--- src/rtl/core/vas_pkg.sv ---
// ============================================================================
// vas_pkg
// Shared types for the voice allocator: request codes, controller states,
// and the command and status groups between controller and datapath.
// ============================================================================
package vas_pkg;

    // Request codes carried on the mode field.
    typedef enum logic [1:0] {
        MODE_FIND    = 2'd0,
        MODE_KEY_ON  = 2'd1,
        MODE_KEY_OFF = 2'd2,
        MODE_POLL    = 2'd3
    } t_mode;

    // Controller states.
    typedef enum logic [2:0] {
        ST_IDLE,
        ST_DECIDE,
        ST_SCAN,
        ST_COMPACT,
        ST_APPEND,
        ST_DONE
    } t_state;

    // Commands from the controller to the datapath.
    typedef struct packed {
        logic load;          // capture the request beat
        logic take_free;     // answer a find with the lowest free voice
        logic apply;         // latch the removal mask and update masks
        logic scan_step;     // test one list entry for stealing
        logic compact_step;  // move one list entry during removal
        logic append;        // key on: set the voice and add it at the tail
        logic publish;       // move the result into the output register
    } t_cmd;

    // Status from the datapath to the controller.
    typedef struct packed {
        logic is_find;
        logic free_any;
        logic list_empty;
        logic kill_any;
        logic append_req;
        logic scan_hit;
        logic rd_last;
        logic out_free;
    } t_status;

endpackage

--- src/rtl/core/vas_ctrl.sv ---
// ============================================================================
// vas_ctrl
// Controller for the voice allocator. Sequences one request at a time
// through decode, list scan or list compaction, append and result hand-off.
// ============================================================================
module vas_ctrl (
    input  logic             i_clk,
    input  logic             i_rst_n,
    input  logic             i_in_valid,
    output logic             o_in_ready,
    input  vas_pkg::t_status i_status,
    output vas_pkg::t_cmd    o_cmd
);
    import vas_pkg::*;

    t_state r_state;
    t_state n_state;

    // State register.
    always_ff @(posedge i_clk) begin
        if (!i_rst_n) begin
            r_state <= ST_IDLE;
        end else begin
            r_state <= n_state;
        end
    end

    // Next-state logic.
    always_comb begin
        n_state = r_state;
        case (r_state)
            ST_IDLE: begin
                if (i_in_valid) begin
                    n_state = ST_DECIDE;
                end
            end
            ST_DECIDE: begin
                if (i_status.is_find) begin
                    if (i_status.free_any || i_status.list_empty) begin
                        n_state = ST_DONE;
                    end else begin
                        n_state = ST_SCAN;
                    end
                end else if (i_status.kill_any) begin
                    n_state = ST_COMPACT;
                end else if (i_status.append_req) begin
                    n_state = ST_APPEND;
                end else begin
                    n_state = ST_DONE;
                end
            end
            ST_SCAN: begin
                if (i_status.scan_hit || i_status.rd_last) begin
                    n_state = ST_DONE;
                end
            end
            ST_COMPACT: begin
                if (i_status.rd_last) begin
                    n_state = i_status.append_req ? ST_APPEND : ST_DONE;
                end
            end
            ST_APPEND: begin
                n_state = ST_DONE;
            end
            ST_DONE: begin
                if (i_status.out_free) begin
                    n_state = ST_IDLE;
                end
            end
            default: begin
                n_state = ST_IDLE;
            end
        endcase
    end

    // Output decode.
    always_comb begin
        o_cmd      = '0;
        o_in_ready = 1'b0;
        case (r_state)
            ST_IDLE: begin
                o_in_ready = 1'b1;
                o_cmd.load = i_in_valid;
            end
            ST_DECIDE: begin
                o_cmd.take_free = i_status.is_find && i_status.free_any;
                o_cmd.apply     = !i_status.is_find;
            end
            ST_SCAN: begin
                o_cmd.scan_step = 1'b1;
            end
            ST_COMPACT: begin
                o_cmd.compact_step = 1'b1;
            end
            ST_APPEND: begin
                o_cmd.append = 1'b1;
            end
            ST_DONE: begin
                o_cmd.publish = i_status.out_free;
            end
            default: begin
                o_cmd = '0;
            end
        endcase
    end

endmodule

--- src/rtl/core/vas_datapath.sv ---
// ============================================================================
// vas_datapath
// Datapath for the voice allocator: active mask, last status word, the
// allocation-ordered list of voices and priorities, scan and compaction
// pointers, the working result and the output register.
// ============================================================================
module vas_datapath #(
    parameter int VOICES = 24
) (
    input  logic             i_clk,
    input  logic             i_rst_n,
    input  logic [1:0]       i_mode,
    input  logic [4:0]       i_voice_number,
    input  logic [7:0]       i_priority_req,
    input  logic [23:0]      i_status_bits,
    input  vas_pkg::t_cmd    i_cmd,
    output vas_pkg::t_status o_status,
    input  logic             i_out_ready,
    output logic             o_out_valid,
    output logic             o_found,
    output logic [4:0]       o_chosen_voice,
    output logic [23:0]      o_released_mask,
    output logic [23:0]      o_active_mask
);
    import vas_pkg::*;

    localparam int IW = (VOICES > 1) ? $clog2(VOICES) : 1;
    localparam int CW = $clog2(VOICES + 1);

    // Captured request.
    t_mode              r_mode;
    logic [4:0]         r_voice;
    logic [7:0]         r_prio;
    logic [23:0]        r_status;

    // Allocator state.
    logic [VOICES-1:0]  r_active;
    logic [23:0]        r_prev_status;
    logic [4:0]         r_ord_voice [VOICES];
    logic [7:0]         r_ord_prio  [VOICES];
    logic [CW-1:0]      r_count;

    // Walk pointers and removal mask.
    logic [CW-1:0]      r_rd;
    logic [CW-1:0]      r_wr;
    logic [VOICES-1:0]  r_kill;

    // Working result.
    logic               r_found;
    logic [4:0]         r_chosen;
    logic [23:0]        r_released;

    // Output register.
    logic               r_out_valid;
    logic               r_out_found;
    logic [4:0]         r_out_chosen;
    logic [23:0]        r_out_released;
    logic [23:0]        r_out_active;

    logic [VOICES-1:0]  w_voice_bit;
    logic [VOICES-1:0]  w_status_v;
    logic [VOICES-1:0]  w_prev_v;
    logic [VOICES-1:0]  w_kill;
    logic [31:0]        w_status_ext;
    logic [31:0]        w_prev_ext;
    logic [31:0]        w_kill_ext;
    logic [31:0]        w_newkill_ext;
    logic [31:0]        w_active_ext;
    logic [4:0]         w_free_idx;
    logic               w_free_any;
    logic [4:0]         w_rd_voice;
    logic [7:0]         w_rd_prio;
    logic [CW-1:0]      w_rd_inc;
    logic [CW-1:0]      w_wr_inc;
    logic               w_keep;
    logic               w_changed;

    // One-hot of the requested voice; zero when the number is out of range.
    always_comb begin
        for (int i = 0; i < VOICES; i++) begin
            w_voice_bit[i] = (r_voice == 5'(i));
        end
    end

    // Status words widened to the voice count.
    assign w_status_ext = {8'b0, r_status};
    assign w_prev_ext   = {8'b0, r_prev_status};
    assign w_status_v   = w_status_ext[VOICES-1:0];
    assign w_prev_v     = w_prev_ext[VOICES-1:0];
    assign w_changed    = (r_status != r_prev_status);

    // Voices that this request removes from the list.
    always_comb begin
        case (r_mode)
            MODE_KEY_ON, MODE_KEY_OFF: w_kill = w_voice_bit & r_active;
            MODE_POLL: w_kill = w_changed ? (w_status_v & ~w_prev_v & r_active) : '0;
            default:   w_kill = '0;
        endcase
    end

    assign w_kill_ext    = 32'(r_kill);
    assign w_newkill_ext = 32'(w_kill);
    assign w_active_ext  = 32'(r_active);

    // Lowest free voice.
    always_comb begin
        w_free_idx = '0;
        for (int i = VOICES - 1; i >= 0; i--) begin
            if (!r_active[i]) begin
                w_free_idx = 5'(i);
            end
        end
    end
    assign w_free_any = ~&r_active;

    // List entry under the read pointer.
    assign w_rd_voice = r_ord_voice[r_rd[IW-1:0]];
    assign w_rd_prio  = r_ord_prio[r_rd[IW-1:0]];
    assign w_rd_inc   = r_rd + CW'(1);
    assign w_wr_inc   = r_wr + CW'(1);
    assign w_keep     = !w_kill_ext[w_rd_voice];

    // Status to the controller.
    always_comb begin
        o_status.is_find    = (r_mode == MODE_FIND);
        o_status.free_any   = w_free_any;
        o_status.list_empty = (r_count == '0);
        o_status.kill_any   = |w_kill;
        o_status.append_req = (r_mode == MODE_KEY_ON) && (|w_voice_bit);
        o_status.scan_hit   = (w_rd_prio < r_prio);
        o_status.rd_last    = (w_rd_inc == r_count);
        o_status.out_free   = !r_out_valid || i_out_ready;
    end

    // Control registers: masks, list fill count and output valid.
    always_ff @(posedge i_clk) begin
        if (!i_rst_n) begin
            r_active      <= '0;
            r_prev_status <= '1;
            r_count       <= '0;
            r_out_valid   <= 1'b0;
        end else begin
            if (i_cmd.apply) begin
                r_active <= r_active & ~w_kill;
                if (r_mode == MODE_POLL) begin
                    r_prev_status <= r_status;
                end
            end
            if (i_cmd.compact_step && o_status.rd_last) begin
                r_count <= w_keep ? w_wr_inc : r_wr;
            end
            if (i_cmd.append) begin
                r_active <= r_active | w_voice_bit;
                if (r_count < CW'(VOICES)) begin
                    r_count <= r_count + CW'(1);
                end
            end
            if (i_cmd.publish) begin
                r_out_valid <= 1'b1;
            end else if (i_out_ready) begin
                r_out_valid <= 1'b0;
            end
        end
    end

    // Request capture, pointers, working result and output payload.
    always_ff @(posedge i_clk) begin
        if (i_cmd.load) begin
            r_mode     <= t_mode'(i_mode);
            r_voice    <= i_voice_number;
            r_prio     <= i_priority_req;
            r_status   <= i_status_bits;
            r_rd       <= '0;
            r_wr       <= '0;
            r_found    <= 1'b0;
            r_chosen   <= '0;
            r_released <= '0;
        end
        if (i_cmd.take_free) begin
            r_found  <= 1'b1;
            r_chosen <= w_free_idx;
        end
        if (i_cmd.apply) begin
            r_kill <= w_kill;
            if (r_mode == MODE_POLL) begin
                r_released <= w_newkill_ext[23:0];
            end
        end
        if (i_cmd.scan_step) begin
            r_rd <= w_rd_inc;
            if (o_status.scan_hit) begin
                r_found  <= 1'b1;
                r_chosen <= w_rd_voice;
            end
        end
        if (i_cmd.compact_step) begin
            r_rd <= w_rd_inc;
            if (w_keep) begin
                r_wr <= w_wr_inc;
            end
        end
        if (i_cmd.publish) begin
            r_out_found    <= r_found;
            r_out_chosen   <= r_chosen;
            r_out_released <= r_released;
            r_out_active   <= w_active_ext[23:0];
        end
    end

    // Ordered list storage: compaction moves entries down, key on appends.
    always_ff @(posedge i_clk) begin
        if (i_cmd.compact_step && w_keep) begin
            r_ord_voice[r_wr[IW-1:0]] <= w_rd_voice;
            r_ord_prio[r_wr[IW-1:0]]  <= w_rd_prio;
        end
        if (i_cmd.append && (r_count < CW'(VOICES))) begin
            r_ord_voice[r_count[IW-1:0]] <= r_voice;
            r_ord_prio[r_count[IW-1:0]]  <= r_prio;
        end
    end

    assign o_out_valid     = r_out_valid;
    assign o_found         = r_out_found;
    assign o_chosen_voice  = r_out_chosen;
    assign o_released_mask = r_out_released;
    assign o_active_mask   = r_out_active;

    // The list never holds more entries than there are voices.
    a_count_bound: assert property (@(posedge i_clk) disable iff (!i_rst_n)
        r_count <= CW'(VOICES))
        else $error("list fill count exceeds voice count");

    // Compaction never writes ahead of the entry it reads.
    a_wr_behind_rd: assert property (@(posedge i_clk) disable iff (!i_rst_n)
        i_cmd.compact_step |-> (r_wr <= r_rd))
        else $error("compaction write pointer passed read pointer");

    // A result without a voice carries voice zero.
    a_not_found_zero: assert property (@(posedge i_clk) disable iff (!i_rst_n)
        i_cmd.publish && !r_found |=> (r_out_chosen == '0))
        else $error("not-found result carries a nonzero voice");

    // A steal hit is reported as found in the next cycle.
    a_hit_found: assert property (@(posedge i_clk) disable iff (!i_rst_n)
        i_cmd.scan_step && o_status.scan_hit |=> r_found)
        else $error("steal hit was not recorded");

endmodule

--- src/rtl/core/voice_allocator_with_stealing.sv ---
// ============================================================================
// voice_allocator_with_stealing
// Voice allocator with oldest-first stealing by priority. Finds a free
// voice, keeps the allocation order of active voices, and releases voices
// on key off or on newly risen status bits.
// ============================================================================
//
//  Channel   Signals                                        Direction
//  -------   --------------------------------------------   ---------
//  request   i_in_valid / o_in_ready, i_mode, i_voice_number,   in
//            i_priority_req, i_status_bits
//  result    o_out_valid / i_out_ready, o_found,                out
//            o_chosen_voice, o_released_mask, o_active_mask
//
//  One request beat is handled at a time. A find with a free voice takes
//  the lowest free one; otherwise it walks the list from the oldest entry
//  for a steal. Key on, key off and poll walk the list to compact it when
//  a voice leaves it, and a key on for a voice in range appends it at the tail.
//  The list walk moves one list entry per cycle.
//  After reset the block is ready at once. A stalled result stays in the
//  output register while the next request beat is already taken and worked.
//
module voice_allocator_with_stealing #(
    parameter int VOICES = 24
) (
    input  logic        i_clk,
    input  logic        i_rst_n,
    input  logic        i_in_valid,
    output logic        o_in_ready,
    input  logic [1:0]  i_mode,
    input  logic [4:0]  i_voice_number,
    input  logic [7:0]  i_priority_req,
    input  logic [23:0] i_status_bits,
    output logic        o_out_valid,
    input  logic        i_out_ready,
    output logic        o_found,
    output logic [4:0]  o_chosen_voice,
    output logic [23:0] o_released_mask,
    output logic [23:0] o_active_mask
);
    import vas_pkg::*;

    t_cmd    w_cmd;
    t_status w_status;

    // Sequencing of one request.
    vas_ctrl u_ctrl (
        .i_clk      (i_clk),
        .i_rst_n    (i_rst_n),
        .i_in_valid (i_in_valid),
        .o_in_ready (o_in_ready),
        .i_status   (w_status),
        .o_cmd      (w_cmd)
    );

    // Allocator state, list and result registers.
    vas_datapath #(
        .VOICES (VOICES)
    ) u_datapath (
        .i_clk           (i_clk),
        .i_rst_n         (i_rst_n),
        .i_mode          (i_mode),
        .i_voice_number  (i_voice_number),
        .i_priority_req  (i_priority_req),
        .i_status_bits   (i_status_bits),
        .i_cmd           (w_cmd),
        .o_status        (w_status),
        .i_out_ready     (i_out_ready),
        .o_out_valid     (o_out_valid),
        .o_found         (o_found),
        .o_chosen_voice  (o_chosen_voice),
        .o_released_mask (o_released_mask),
        .o_active_mask   (o_active_mask)
    );

endmodule
--- config.mk ---
export PLATFORM = sky130hd
export DESIGN_NAME = voice_allocator_with_stealing
export DESIGN_NICKNAME = d
export VERILOG_FILES = /design/src/rtl/core/vas_pkg.sv /design/src/rtl/core/vas_ctrl.sv /design/src/rtl/core/vas_datapath.sv /design/src/rtl/core/voice_allocator_with_stealing.sv
export SDC_FILE = /design/constraint.sdc
export NUM_CORES = 1
export LEC_CHECK = 0
export ABC_CLOCK_PERIOD_IN_PS = 6900
export BUFFER_PORTS_ARGS = -buffer_cell sky130_fd_sc_hd__buf_2
export CAP_MARGIN = 20
export CORE_UTILIZATION = 50
export CTS_BUF_LIST = sky130_fd_sc_hd__clkbuf_8
export CTS_CLUSTER_DIAMETER = 150
export DETAILED_ROUTE_END_ITERATION = 8
export PLACE_DENSITY = 0.67
export SYNTH_ARGS = -nofsm -noshare
export SYNTH_HDL_FRONTEND = slang
export SYNTH_SLANG_ARGS = --single-unit
--- constraint.sdc ---
create_clock -name i_clk -period 6.9 [get_ports i_clk]
set_input_delay 0.345 -clock i_clk [delete_from_list [all_inputs] [get_ports i_clk]]
set_output_delay 0.345 -clock i_clk [all_outputs]
set_load 0.02 [all_outputs]
==> impl_metrics.json <==
{
  "status": "finished clean",
  "ys_seq_area_share_pct": 69.0,
  "utilization_pct": 58.8,
  "sw_frac_of_total_pct": 30.2,
  "synth-seq-cells": 531,
  "drive_above_1_share_pct": 21.3,
  "setup.worst_path.start_class": "register",
  "cts_tree": "yes",
  "rsz0062_at_grt": "false",
  "endpoint_kind": "register",
  "fin_crit_sh_pct": 75.1,
  "grt_pass1_wl_um": 80800,
  "grt_max_degree": 73,
  "timing.final.crit_period_ns": 5.18,
  "cts_buffer_depth": 3,
  "slew_viol_final": 0,
  "fill_cells": 3290,
  "synth_mux_area_share_pct": 10.5,
  "fin_nets": 1732,
  "final_hold_viol_count": 0,
  "synth_edf_count": 434,
  "synth_top_family_by_area": "multiplexers",
  "syn_area_sq_mm": 0.0217,
  "ios": 99,
  "synth_cells": 1459,
  "worstPathMaxFanout": 40,
  "numPortBuffers": 98,
  "cts-htree-levels": 3,
  "finalClockSkew_ns": 0.0391,
  "max_freq_ghz": 0.193,
  "finalSetupViolCount": 0,
  "power_density_mw_per_mm2": 336,
  "grt_pass1_vias": 13046,
  "syn2layout_area_growth_pct": 14.9,
  "drt_pass1_iterations": 6,
  "drcViolationCount": 0,
  "crit_type": "register to register",
  "placementRows": 75,
  "wirelength_um": 54300,
  "postRouteAntennaNets": 0,
  "grt_usage_pct": 24.9,
  "pwr-share-seq_pct": 49.5,
  "ys.flop_type": "edfxtp_1",
  "clkTransAtPathRegs_ns": 0.06,
  "p_comb_share_pct": 20.7,
  "die_h_um": 210,
  "max_cap_viol_count": 0,
  "initial_core_util_pct": 51.2,
  "power_switching_w": 0.00253,
  "yosysWarnings": 0,
  "globalplace.congestion": 0.883,
  "leakage_nw": 8.71,
  "drt-vias-per-instance": 5.87,
  "relSlewSlack_pct": 32.0,
  "design.die.area_sq_mm": 0.0443,
  "antennaDiodeCount": 0,
  "synth_compound_area_share_pct": 7.04,
  "synth-simple-area-share_pct": 8.40,
  "cts_root_buf": "clkbuf_8",
  "antenna_found_initial": 0,
  "hold_class": "primary input to register",
  "coreArea_sq_mm": 0.0424,
  "vias": 13478,
  "synth_fa_ha_area_share_pct": 2.25,
  "synth_xor_area_share_pct": 0.444,
  "cp_data_required_time_ns": 7.15,
  "grt_overflow": 0,
  "arrival_ns": 5.44,
  "clock_latency_ns": 0.67,
  "cts_made_buffers": 85,
  "worst_slew_pin_slew_ns": 1.02,
  "clockPowerShare_pct": 29.9,
  "hpwl_um": 35400,
  "reg2reg_slack_ns": 1.72,
  "yosys.cell_types.count": 65,
  "first_iter_violations": 1407,
  "setup_tns_ns": 0,
  "ir_drop_mv": 0.204,
  "postSynth.asyncResetShare_pct": 0,
  "die_w_um": 210,
  "avgSynthCellArea_sq_um": 14.9,
  "wire_per_inst_um": 23.7,
  "synth_nets": 1541,
  "intPower_w": 0.00586,
  "cts.sinks": 531
}
-- layout make-up --
class                           instances  area [sq um]  area share [%]
Clock buffer                           88          1210            4.86
Clock inverter                         68           364            1.46
Timing Repair Buffer                  183          1240            4.97
Tap cell                              577           722            2.89
Sequential cell                       531         15000            60.1
Inverter                               52           195           0.783
Multi-Input combinational cell        797          6230            25.0
-- power groups by stage --
stage / clock network, W / registers [W] / logic [W]
after floorplan: 0 / 0.00411 / 0.00111
after global placement: 0 / 0.00421 / 0.00168
after detailed placement: 0 / 0.00421 / 0.00171
after CTS: 0.00255 / 0.00415 / 0.00173
after global routing: 0.00268 / 0.00417 / 0.00186
final: 0.00250 / 0.00415 / 0.00174
-- per-stage QoR --
step           cell area, sq um  hold WS (ns)  total power (W)  std cells  setup WS (ns)
2_1_floorplan             21700         0.408          0.00522       1459           2.43
3_3_place_gp              22900         0.420          0.00589       2092           1.73
3_5_place_dp              22900         0.419          0.00592       2096           1.61
4_1_cts                   24900        0.0547          0.00843       2292           1.58
5_1_grt                   24900         0.141          0.00870       2296           1.36
6_report                  24900         0.109          0.00839       2296           1.72
-- flip-flops by register name (all words and copies together) (netlist names), named ones only --
register and cells:
u_ctrl.r_state 3, u_datapath.o_active_mask 24, u_datapath.o_chosen_voice 5, u_datapath.o_found 1, u_datapath.o_out_valid 1, u_datapath.o_released_mask 24, u_datapath.r_active 24, u_datapath.r_chosen 5
u_datapath.r_count 5, u_datapath.r_found 1, u_datapath.r_kill 24, u_datapath.r_mode 2, u_datapath.r_ord_prio 192, u_datapath.r_ord_voice 120, u_datapath.r_prev_status 24, u_datapath.r_prio 8
u_datapath.r_rd 5, u_datapath.r_released 24, u_datapath.r_status 24, u_datapath.r_voice 5, u_datapath.r_wr 5
-- layer usage --
layer | track usage, % | vias to the layer above | wire length (um)
met3 | 5.10 | 88 | 4750
met5 | 0 | - | 0
li1 | - | 6008 | -
met2 | 37.1 | 671 | 24400
met1 | 36.7 | 6711 | 23900
met4 | 8.27 | 0 | 1250
-- synthesized netlist by cell type (4+ instances only) --
library cell,n,area (sq um)
a211oi_1,5,37.5
a21boi_0,5,37.5
a21o_1,8,60.1
a21oi_1,66,330
a22o_1,4,35.0
a22oi_1,5,37.5
a311oi_1,4,35.0
a31oi_1,11,68.8
a32oi_1,5,43.8
and2_1,5,31.3
buf_1,8,30.0
buf_2,14,70.1
clkbuf_1,53,199
dfxtp_1,97,1940
edfxtp_1,434,13000
ha_1,39,488
inv_1,51,191
mux2_2,15,169
mux2i_1,21,210
mux4_2,84,1890
nand2_1,143,537
nand2b_1,9,56.3
nand3_1,57,285
nand3b_1,5,37.5
nand4_1,17,106
nor2_1,93,349
nor2b_1,13,81.3
nor3_1,12,60.1
nor3b_1,4,30.0
nor4_1,7,43.8
o211a_1,4,40.0
o211ai_1,50,375
o21ai_0,41,205
or2_2,11,68.8
or3_1,6,37.5
xnor2_1,6,52.6
xor2_1,5,43.8
-- layout by cell type (no fill, tap or decap), types with 5 or more instances in the layout --
cell / n
a211oi_1: 5
a21boi_0: 5
a21o_1: 8
a21oi_1: 66
a22oi_1: 5
a31oi_1: 11
a32oi_1: 5
buf_2: 98
buf_4: 42
clkbuf_8: 88
clkinv_1: 23
clkinv_2: 7
dfxtp_1: 94
dlygate4sd3_1: 40
edfxtp_1: 434
ha_1: 39
inv_1: 82
mux2_2: 15
mux2i_1: 21
mux4_2: 84
nand2_1: 143
nand2b_1: 9
nand3_1: 57
nand3b_1: 5
nand4_1: 17
nor2_1: 90
nor2b_1: 13
nor3_1: 12
nor4_1: 7
o211ai_1: 50
o21ai_0: 40
or2_2: 11
or3_1: 6
xnor2_1: 6
xor2_1: 5
-- path summary, 6_finish.rpt --
path,from,cells past startpoint,end
setup / recovery,register,10,u_datapath.r_ord_prio[10][0]
hold / removal,i_in_valid,3,u_ctrl.r_state[0]
setup reg to reg,register,10,u_datapath.r_ord_prio[10][0]
hold reg to reg,u_datapath.r_released[17],0,u_datapath.o_released_mask[17]
-- timing repair --
action / 4_1_cts / 5_1_grt
hold endpoints to repair: 40 / 0
setup buffers: 0 / 0
hold buffers: 40 / 0
resized for setup: 0 / 0
-- logic make-up after synthesis --
group	count (synthesis)
flip-flops	531
AND/OR/NAND/NOR	393
AO/OA/AOI/OAI	234
buffers and inverters	131
multiplexers	120
adder cells (fa/ha/maj)	39
XOR/XNOR	11
-- worst max-delay path, stage by stage (launching register included) --
cell,delay (ns)
dfxtp_4,0.84
mux4_2,0.59
mux2_2,0.32
a221oi_2,0.49
nor2b_1,0.33
a22o_1,0.18
or4b_4,0.14
nand3_4,0.15
o32ai_1,0.65
nand2_1,0.25
nor2_1,0.83
Power figures use the tool's default switching activity.
